==> src/hw/rtl/srf_pkg.sv <==
// ----------------------------------------------------------------------------
// srf_pkg
// Shared constants and types for the short run filter with segment labels.
// ----------------------------------------------------------------------------
`timescale 1ns / 1ps
`default_nettype none

package srf_pkg;

   localparam int COUNT_BITS_DEF = 8;
   localparam int RUN_BITS_DEF   = 16;

   localparam int THRESH_BITS = 16;
   localparam logic [THRESH_BITS-1:0] THRESH_RESET = 16'd13;

   // result queue
   localparam int QUEUE_DEPTH      = 4;
   localparam int QUEUE_PTR_BITS   = $clog2(QUEUE_DEPTH);
   localparam int QUEUE_LEVEL_BITS = $clog2(QUEUE_DEPTH + 1);

   typedef struct packed {
      logic [QUEUE_LEVEL_BITS-1:0] level;
      logic                        room_one;
      logic                        room_two;
   } queue_status_type;

endpackage

`default_nettype wire

==> src/hw/rtl/srf_run_eval.sv <==
// ----------------------------------------------------------------------------
// srf_run_eval
// Classifies one finished run as noise or kept and advances the segment label when a kept run changes the value.
// ----------------------------------------------------------------------------
`timescale 1ns / 1ps
`default_nettype none

module srf_run_eval #(
   parameter int COUNT_BITS = srf_pkg::COUNT_BITS_DEF,
   parameter int RUN_BITS   = srf_pkg::RUN_BITS_DEF
) (
   input  wire logic [COUNT_BITS-1:0]          run_value,
   input  wire logic [RUN_BITS-1:0]            run_length,
   input  wire logic [COUNT_BITS-1:0]          kept_value,
   input  wire logic [RUN_BITS-1:0]            seg_label,
   input  wire logic [srf_pkg::THRESH_BITS-1:0] threshold,
   output logic                                is_noise,
   output logic [COUNT_BITS-1:0]               kept_next,
   output logic [RUN_BITS-1:0]                 seg_next
);

   localparam int CMP_W = (RUN_BITS > srf_pkg::THRESH_BITS) ? RUN_BITS : srf_pkg::THRESH_BITS;
   localparam logic [RUN_BITS-1:0] RUN_MAX = {RUN_BITS{1'b1}};

   logic advance;

   always_comb begin
      is_noise  = CMP_W'(run_length) <= CMP_W'(threshold);
      advance   = !is_noise && (run_value != kept_value);
      kept_next = advance ? run_value : kept_value;
      if (advance && (seg_label != RUN_MAX)) begin
         seg_next = seg_label + RUN_BITS'(1);
      end else begin
         seg_next = seg_label;
      end
   end

endmodule

`default_nettype wire

==> src/hw/rtl/srf_run_core.sv <==
// ----------------------------------------------------------------------------
// srf_run_core
// Request register plus run tracking state; emits up to two run records.
// ----------------------------------------------------------------------------
`timescale 1ns / 1ps
`default_nettype none

module srf_run_core #(
   parameter int COUNT_BITS = srf_pkg::COUNT_BITS_DEF,
   parameter int RUN_BITS   = srf_pkg::RUN_BITS_DEF,
   parameter int ENTRY_W    = COUNT_BITS + 2 * RUN_BITS + 2
) (
   input  wire logic                            clock,
   input  wire logic                            reset,
   input  wire logic                            req_valid,
   input  wire logic [COUNT_BITS-1:0]           req_count,
   input  wire logic                            req_final,
   output logic                                 req_ready,
   input  wire logic [srf_pkg::THRESH_BITS-1:0] threshold,
   input  wire srf_pkg::queue_status_type       status,
   output logic [1:0]                           push_count,
   output logic [ENTRY_W-1:0]                   push_data0,
   output logic [ENTRY_W-1:0]                   push_data1
);

   localparam logic [RUN_BITS-1:0] RUN_MAX = {RUN_BITS{1'b1}};

   // request register
   logic                  s1_valid_ff, s1_valid_in;
   logic [COUNT_BITS-1:0] s1_count_ff;
   logic                  s1_final_ff;

   // run state
   logic                  open_ff, open_in;
   logic [COUNT_BITS-1:0] value_ff, value_in;
   logic [RUN_BITS-1:0]   length_ff, length_in;
   logic [COUNT_BITS-1:0] kept_ff, kept_in;
   logic [RUN_BITS-1:0]   seg_ff, seg_in;

   logic                  emit_old;
   logic [1:0]            need;
   logic                  fire;
   logic                  accept;

   logic [COUNT_BITS-1:0] new_value;
   logic [RUN_BITS-1:0]   new_length;
   logic [COUNT_BITS-1:0] new_kept;
   logic [RUN_BITS-1:0]   new_seg;

   logic                  noise0, noise1;
   logic [COUNT_BITS-1:0] kept0, kept1;
   logic [RUN_BITS-1:0]   seg0, seg1;
   logic [ENTRY_W-1:0]    entry0, entry1;

   srf_run_eval #(.COUNT_BITS(COUNT_BITS), .RUN_BITS(RUN_BITS)) u_eval_old (
      .run_value  (value_ff),
      .run_length (length_ff),
      .kept_value (kept_ff),
      .seg_label  (seg_ff),
      .threshold  (threshold),
      .is_noise   (noise0),
      .kept_next  (kept0),
      .seg_next   (seg0)
   );

   srf_run_eval #(.COUNT_BITS(COUNT_BITS), .RUN_BITS(RUN_BITS)) u_eval_last (
      .run_value  (new_value),
      .run_length (new_length),
      .kept_value (new_kept),
      .seg_label  (new_seg),
      .threshold  (threshold),
      .is_noise   (noise1),
      .kept_next  (kept1),
      .seg_next   (seg1)
   );

   always_comb begin
      emit_old = open_ff && (s1_count_ff != value_ff);
      need     = {1'b0, emit_old} + {1'b0, s1_final_ff};

      case (need)
         2'd2:    fire = s1_valid_ff && status.room_two;
         2'd1:    fire = s1_valid_ff && status.room_one;
         default: fire = s1_valid_ff;
      endcase

      req_ready = !s1_valid_ff || fire;
      accept    = req_valid && req_ready;

      // state after this element, before any end-of-sequence clear
      if (!open_ff) begin
         new_value  = s1_count_ff;
         new_length = RUN_BITS'(1);
         new_kept   = s1_count_ff;
         new_seg    = seg_ff;
      end else if (!emit_old) begin
         new_value  = value_ff;
         new_length = (length_ff == RUN_MAX) ? length_ff : length_ff + RUN_BITS'(1);
         new_kept   = kept_ff;
         new_seg    = seg_ff;
      end else begin
         new_value  = s1_count_ff;
         new_length = RUN_BITS'(1);
         new_kept   = kept0;
         new_seg    = seg0;
      end

      entry0 = {1'b0, noise0, seg0, length_ff, value_ff};
      entry1 = {1'b1, noise1, seg1, new_length, new_value};

      push_data0 = emit_old ? entry0 : entry1;
      push_data1 = entry1;
      push_count = fire ? need : 2'd0;

      s1_valid_in = accept ? 1'b1 : (fire ? 1'b0 : s1_valid_ff);

      open_in   = open_ff;
      value_in  = value_ff;
      length_in = length_ff;
      kept_in   = kept_ff;
      seg_in    = seg_ff;
      if (fire) begin
         if (s1_final_ff) begin
            open_in   = 1'b0;
            value_in  = '0;
            length_in = '0;
            kept_in   = '0;
            seg_in    = RUN_BITS'(1);
         end else begin
            open_in   = 1'b1;
            value_in  = new_value;
            length_in = new_length;
            kept_in   = new_kept;
            seg_in    = new_seg;
         end
      end
   end

   always_ff @(posedge clock) begin
      if (reset) begin
         s1_valid_ff <= 1'b0;
         open_ff     <= 1'b0;
         value_ff    <= '0;
         length_ff   <= '0;
         kept_ff     <= '0;
         seg_ff      <= RUN_BITS'(1);
      end else begin
         s1_valid_ff <= s1_valid_in;
         open_ff     <= open_in;
         value_ff    <= value_in;
         length_ff   <= length_in;
         kept_ff     <= kept_in;
         seg_ff      <= seg_in;
      end
   end

   always_ff @(posedge clock) begin
      if (accept) begin
         s1_count_ff <= req_count;
         s1_final_ff <= req_final;
      end
   end

endmodule

`default_nettype wire

==> src/hw/rtl/srf_out_queue.sv <==
// ----------------------------------------------------------------------------
// srf_out_queue
// Small response queue; takes up to two records per cycle, gives one.
// ----------------------------------------------------------------------------
`timescale 1ns / 1ps
`default_nettype none

module srf_out_queue #(
   parameter int ENTRY_W = srf_pkg::COUNT_BITS_DEF + 2 * srf_pkg::RUN_BITS_DEF + 2
) (
   input  wire logic               clock,
   input  wire logic               reset,
   input  wire logic [1:0]         push_count,
   input  wire logic [ENTRY_W-1:0] push_data0,
   input  wire logic [ENTRY_W-1:0] push_data1,
   input  wire logic               pop,
   output logic                    head_valid,
   output logic [ENTRY_W-1:0]      head_data,
   output srf_pkg::queue_status_type status
);

   localparam int PTR_W = srf_pkg::QUEUE_PTR_BITS;
   localparam int LVL_W = srf_pkg::QUEUE_LEVEL_BITS;

   logic [ENTRY_W-1:0] mem_ff [srf_pkg::QUEUE_DEPTH];
   logic [PTR_W-1:0]   wr_ptr_ff, wr_ptr_in;
   logic [PTR_W-1:0]   rd_ptr_ff, rd_ptr_in;
   logic [LVL_W-1:0]   level_ff, level_in;
   logic               do_pop;

   always_comb begin
      head_valid = level_ff != '0;
      head_data  = mem_ff[rd_ptr_ff];
      do_pop     = pop && head_valid;

      wr_ptr_in = wr_ptr_ff + PTR_W'(push_count);
      rd_ptr_in = rd_ptr_ff + PTR_W'(do_pop);
      level_in  = level_ff + LVL_W'(push_count) - LVL_W'(do_pop);

      status.level    = level_ff;
      status.room_one = level_ff < LVL_W'(srf_pkg::QUEUE_DEPTH);
      status.room_two = level_ff < LVL_W'(srf_pkg::QUEUE_DEPTH - 1);
   end

   always_ff @(posedge clock) begin
      if (reset) begin
         wr_ptr_ff <= '0;
         rd_ptr_ff <= '0;
         level_ff  <= '0;
      end else begin
         wr_ptr_ff <= wr_ptr_in;
         rd_ptr_ff <= rd_ptr_in;
         level_ff  <= level_in;
      end
   end

   always_ff @(posedge clock) begin
      if (push_count != 2'd0) begin
         mem_ff[wr_ptr_ff] <= push_data0;
      end
      if (push_count == 2'd2) begin
         mem_ff[wr_ptr_ff + PTR_W'(1)] <= push_data1;
      end
   end

endmodule

`default_nettype wire

==> src/hw/rtl/short_run_filter_with_segment_label.sv <==
// A response becomes valid once the request closing its run has passed the request register
// and been written to the response queue. One request per cycle while the queue has room;
// the queue holds four records; a request closing two runs at once waits for two free slots.
// Reset (synchronous, active high): run state cleared, segment label back to 1,
// queue emptied, noise threshold back to 13.
// ----------------------------------------------------------------------------
// short_run_filter_with_segment_label
// Groups equal consecutive counts into runs, flags short runs as noise and
// labels kept segments; one response per finished run.
// ----------------------------------------------------------------------------
`timescale 1ns / 1ps
`default_nettype none

module short_run_filter_with_segment_label #(
   parameter int COUNT_BITS = srf_pkg::COUNT_BITS_DEF,
   parameter int RUN_BITS   = srf_pkg::RUN_BITS_DEF
) (
   input  wire logic                                   clock,
   input  wire logic                                   reset,
   // level_count
   input  wire logic [((COUNT_BITS + 7) / 8) * 8 - 1:0] req_tdata,
   input  wire logic                                   req_tlast,
   input  wire logic                                   req_tvalid,
   output logic                                        req_tready,
   // run_value, run_length, segment_label
   output logic [((COUNT_BITS + 2 * RUN_BITS + 7) / 8) * 8 - 1:0] rsp_tdata,
   // is_noise
   output logic                                        rsp_tuser,
   output logic                                        rsp_tlast,
   output logic                                        rsp_tvalid,
   input  wire logic                                   rsp_tready,
   input  wire logic [srf_pkg::THRESH_BITS-1:0]        csr_data,
   input  wire logic                                   csr_valid,
   output logic                                        csr_ready
);

   localparam int RSP_BITS = ((COUNT_BITS + 2 * RUN_BITS + 7) / 8) * 8;
   localparam int DATA_W   = COUNT_BITS + 2 * RUN_BITS;
   localparam int ENTRY_W  = DATA_W + 2;

   logic [srf_pkg::THRESH_BITS-1:0] threshold_ff;
   srf_pkg::queue_status_type       status;
   logic [1:0]                      push_count;
   logic [ENTRY_W-1:0]              push_data0, push_data1;
   logic [ENTRY_W-1:0]              head_data;
   logic                            head_valid;

   assign csr_ready = 1'b1;

   always_ff @(posedge clock) begin
      if (reset) begin
         threshold_ff <= srf_pkg::THRESH_RESET;
      end else if (csr_valid) begin
         threshold_ff <= csr_data;
      end
   end

   srf_run_core #(
      .COUNT_BITS (COUNT_BITS),
      .RUN_BITS   (RUN_BITS),
      .ENTRY_W    (ENTRY_W)
   ) u_core (
      .clock      (clock),
      .reset      (reset),
      .req_valid  (req_tvalid),
      .req_count  (req_tdata[COUNT_BITS-1:0]),
      .req_final  (req_tlast),
      .req_ready  (req_tready),
      .threshold  (threshold_ff),
      .status     (status),
      .push_count (push_count),
      .push_data0 (push_data0),
      .push_data1 (push_data1)
   );

   srf_out_queue #(.ENTRY_W(ENTRY_W)) u_queue (
      .clock      (clock),
      .reset      (reset),
      .push_count (push_count),
      .push_data0 (push_data0),
      .push_data1 (push_data1),
      .pop        (rsp_tready),
      .head_valid (head_valid),
      .head_data  (head_data),
      .status     (status)
   );

   // entry layout, low to high: value, length, label, noise, last
   assign rsp_tvalid = head_valid;
   assign rsp_tdata  = RSP_BITS'(head_data[DATA_W-1:0]);
   assign rsp_tuser  = head_data[DATA_W];
   assign rsp_tlast  = head_data[DATA_W+1];

   a_level_bound : assert property (@(posedge clock) disable iff (reset)
      status.level <= srf_pkg::QUEUE_LEVEL_BITS'(srf_pkg::QUEUE_DEPTH))
      else $error("response queue overfilled");

   a_label_nonzero : assert property (@(posedge clock) disable iff (reset)
      rsp_tvalid |-> (head_data[2*RUN_BITS+COUNT_BITS-1:RUN_BITS+COUNT_BITS] != '0))
      else $error("segment label is zero");

   a_length_nonzero : assert property (@(posedge clock) disable iff (reset)
      rsp_tvalid |-> (head_data[RUN_BITS+COUNT_BITS-1:COUNT_BITS] != '0))
      else $error("run length is zero");

   a_no_push_when_full : assert property (@(posedge clock) disable iff (reset)
      (push_count != 2'd0) |-> status.room_one)
      else $error("push into full response queue");

endmodule

`default_nettype wire
==> config.mk <==
export PLATFORM = sky130hd
export DESIGN_NAME = short_run_filter_with_segment_label
export DESIGN_NICKNAME = d
export VERILOG_FILES = /design/src/hw/rtl/srf_pkg.sv /design/src/hw/rtl/srf_run_eval.sv /design/src/hw/rtl/srf_run_core.sv /design/src/hw/rtl/srf_out_queue.sv /design/src/hw/rtl/short_run_filter_with_segment_label.sv
export SDC_FILE = /design/constraint.sdc
export NUM_CORES = 1
export LEC_CHECK = 0
export BUFFER_PORTS_ARGS = -buffer_cell sky130_fd_sc_hd__buf_2
export CAP_MARGIN = 10
export CORE_ASPECT_RATIO = 1.75
export CORE_UTILIZATION = 35
export CTS_CLUSTER_DIAMETER = 60
export CTS_CLUSTER_SIZE = 28
export DETAILED_ROUTE_END_ITERATION = 12
export GPL_ROUTABILITY_DRIVEN = 0
export GPL_TIMING_DRIVEN = 0
export PLACE_DENSITY = 0.58
export RECOVER_POWER = 100
export SLEW_MARGIN = 20
export SYNTH_ARGS = -nofsm -noshare
export SYNTH_HDL_FRONTEND = slang
export SYNTH_SLANG_ARGS = --single-unit
==> constraint.sdc <==
create_clock -name clock -period 5.5 [get_ports clock]
set_input_delay 0.55 -clock clock [delete_from_list [all_inputs] [get_ports clock]]
set_output_delay 0.55 -clock clock [all_outputs]
set_load 0.02 [all_outputs]
==> results.toml <==
[place]
placed_area_um2 = 15600
io_buffers = 71
pre_cts_slack_ns = -1.34
hpwl_um = 35600

[power]
internal_power_mw = 3.07
power.leakage_nw = 5.41
p_comb_frac = 0.238
p_clk_frac = 0.301
sw_frac_of_total = 0.325
p_sw_mw = 1.48
p_per_area_nw_per_um2 = 280
ir_drop_mv = 0.309
seqPwrFrac = 0.461

[sta]
worst_slack_ns = 0.140
min_period_ns = 5.36
hold_viol_final = 0
slew_viol_final = 0
max_freq_mhz = 187
worst_slew_pin_slew_ns = 1.07
relSlewSlack = 0.285
tns_ns = 0
fin_skew_ns = 0.0426
setup_viol = 0
fin_crit_sh = 0.975

[floorplan]
row_count = 98
die_w_um = 156
start_util = 0.355
num_io_pins = 75
coreArea_um2 = 40800
dieArea_um2 = 42200
die_y_um = 271

[drt]
routedWlPerCell_um = 22.7
drt-total-wl_um = 47700
drtPass1Iterations = 5
drc = 0
drtAntennaViolNets = 0
via_per_inst = 5.80
drt_iter0_markers = 1090
num_vias = 12200

[critical_path]
cp-startpoint = "u_core.length_ff[7]"
slowest_delay_ns = 0.40
r2r_cells = 23
cp-end-kind = "register"
crit_chain = "clkbuf_2 -> and3_1 -> nand3_1 -> nor4_2 -> nor2b_1 -> nand3_1 -> o21ai_0 -> or2_2 -> clkbuf_1 -> inv_1 -> ha_1 -> nand4_1 -> or2_2 -> a21oi_1 -> o41ai_1 -> a21oi_2 -> nand2_1 -> a31o_4 -> a211oi_4 -> buf_4 -> nand2_1 -> a21oi_1 -> a311oi_1"
cp_max_fo = 10
cp.required_ns = 5.73
arrival_ns = 5.60
r2r-start = "u_core.length_ff[7]"
cp_slowest_cell = "nor4_2"
reg2reg_slack_ns = 0.14
crit_type = "reg2reg"
cp-start-kind = "register"
timing.rr.end = "u_queue.mem_ff[0][29]"
crit_path_end = "u_queue.mem_ff[0][29]"

[cts]
htree_levels = 1
cts_buffers = 16
hold_buffers = 0
clock_latency_ns = 0.54
root_buffer = "clkbuf_16"
cts.sink_count = 250
cts_tree = "built"
ctsLongestPathBuffers = 3
path_clk_slew_ns = 0.10

[synth]
syn-num-nets = 1521
synth_top_area_cell = "edfxtp_1"
ys.flop_type = "edfxtp_1"
ys_warn_count = 0
synth.top_cell.area_share = 0.359
yosysMostFrequentCell = "edfxtp_1"
synth_area_per_cell_um2 = 10.0
syn-cell-area_um2 = 14500
ys_seq_area_frac = 0.465
async_flop_share = 0
synth.area.top_cells = "edfxtp_1 (36%), dfxtp_1 (11%), mux4_2 (6.5%)"
ys_top_cells_by_count = "edfxtp_1 (173), nor2_1 (167), nand2_1 (105)"
synth_edf_count = 173
ys_types = 70
syn_inst = 1448
synth_seq_cells = 250

[finish]
design_area_um2 = 16300
fill_cells = 4044
diodes = 0
nNetsFinal = 1613
drive_above_1_share = 0.130
post-route-util = 0.399
areaGrowthSynthToFinish_pct = 12.4

[grt]
grt_pass1_vias = 12200
grt_max_degree = 43
grt_overflow = 0
antenna_found_initial = 0
track_usage = 0.226
grt_pass1_wl_um = 72100

[status]
status = "complete, no violations"

[min_path]
hp-start = "req_tdata[6]"
hold_path.class = "in2reg"

[job]
cap_violations = 0
layer usage:
layer / global-route usage / vias to the layer above / part of all wire
li1: - / 5578 / -
met1: 0.241 / 5855 / 0.36
met2: 0.418 / 571 / 0.52
met3: 0.0253 / 175 / 0.055
met4: 0.142 / 0 / 0.065
met5: 0 / - / 0
layout make-up:
class                   count  area (µm²)  area share
plain buffers             124         562      0.0345
inverters                  53         228      0.0140
clock inverters             9         139     0.00853
multi-input cells        1018        7140       0.439
clock buffers              19         433      0.0266
flip-flops and latches    250        6740       0.414
repair buffers             77         350      0.0215
well taps                 550         688      0.0423
cells by family (layout without fill, tap and decap cells):
family,count (synthesis),in the layout,synth area share
AO/OA/AOI/OAI,369,369,0.169
XOR/XNOR,69,69,0.0423
adder cells (fa/ha/maj),43,43,0.0377
buffers and inverters,180,282,0.0524
flip-flops,250,250,0.465
multiplexers,66,66,0.0819
other,1,1,0.000259
AND/OR/NAND/NOR,470,470,0.152
placed cells by master (no fill, tap or decap), drive strengths merged, types with 4 or more instances in the layout:
master,count
edfxtp,173
nor2,168
clkbuf,157
nand2,105
a21oi,101
dfxtp,77
buf,63
nand3,60
inv,56
a31oi,53
o21ai,44
mux4,42
ha,42
o22ai,38
xnor2,35
xor2,34
nor3,33
a22o,32
a22oi,24
mux2i,24
nand4,16
and3,15
nor4,15
or3,14
nand2b,14
a211oi,13
a21o,11
or2,11
o211ai,9
a31o,8
nor2b,7
o31ai,6
o221ai,5
clkinv,5
and4,4
repair_timing:
| action | 4_1_cts | 5_1_grt |
|---|---|---|
| buffers inserted | 1 | 5 |
| pin swaps | 1 | 3 |
| resized for setup | 30 | 25 |
| setup endpoints to repair | 335 | 295 |
sequential cells by signal, summed over array words and instances (netlist names):
register / count
u_queue.wr_ptr_ff: 2
u_queue.rd_ptr_ff: 2
u_core.s1_final_ff: 1
u_core.s1_valid_ff: 1
u_core.length_ff: 16
threshold_ff: 16
u_core.value_ff: 8
u_queue.level_ff: 3
u_core.kept_ff: 8
u_queue.mem_ff: 168
u_core.s1_count_ff: 8
u_core.open_ff: 1
u_core.seg_ff: 16
power groups by stage:
stage | combinational [mW] | clock [mW] | sequential, mW
after floorplan | 0.757 | 0 | 2.13
after global placement | 1.10 | 0 | 2.14
after detailed placement | 1.12 | 0 | 2.14
after CTS | 1.13 | 1.39 | 2.10
after global routing | 1.17 | 1.45 | 2.11
final | 1.08 | 1.37 | 2.10
per-stage QoR:
stage	instances	hold slack, ns	total power [mW]
CTS	2095	0.182	4.61
floorplan	1448	0.418	2.89
global route	2100	0.183	4.73
detailed placement	2069	0.432	3.26
global placement	2069	0.428	3.24
finish	2100	0.195	4.55
how the worst min path moves through the flow:
stage | to | slack (ns) | cells after the start
5_1_grt | u_core.s1_count_ff[6] | 0.18 | 1
6_report | u_core.s1_count_ff[6] | 0.19 | 1
2_1_floorplan | u_queue.mem_ff[2][41] | 0.42 | 2
3_5_place_dp | u_queue.mem_ff[3][41] | 0.43 | 2
4_1_cts | u_core.s1_count_ff[6] | 0.18 | 1
3_3_place_gp | u_queue.mem_ff[1][41] | 0.43 | 2
critical path, delay by kind of cell, from the launching register on:
| kind | cells | cell delay [ns] |
|---|---|---|
| AOI/OAI and AO/OA | 8 | 1.46 |
| DFF | 1 | 0.39 |
| and+or+nand+nor | 10 | 1.92 |
| buffers and inverters | 4 | 0.95 |
| adders and majority gates | 1 | 0.32 |
Note: power is estimated with default switching activity, not from simulation.
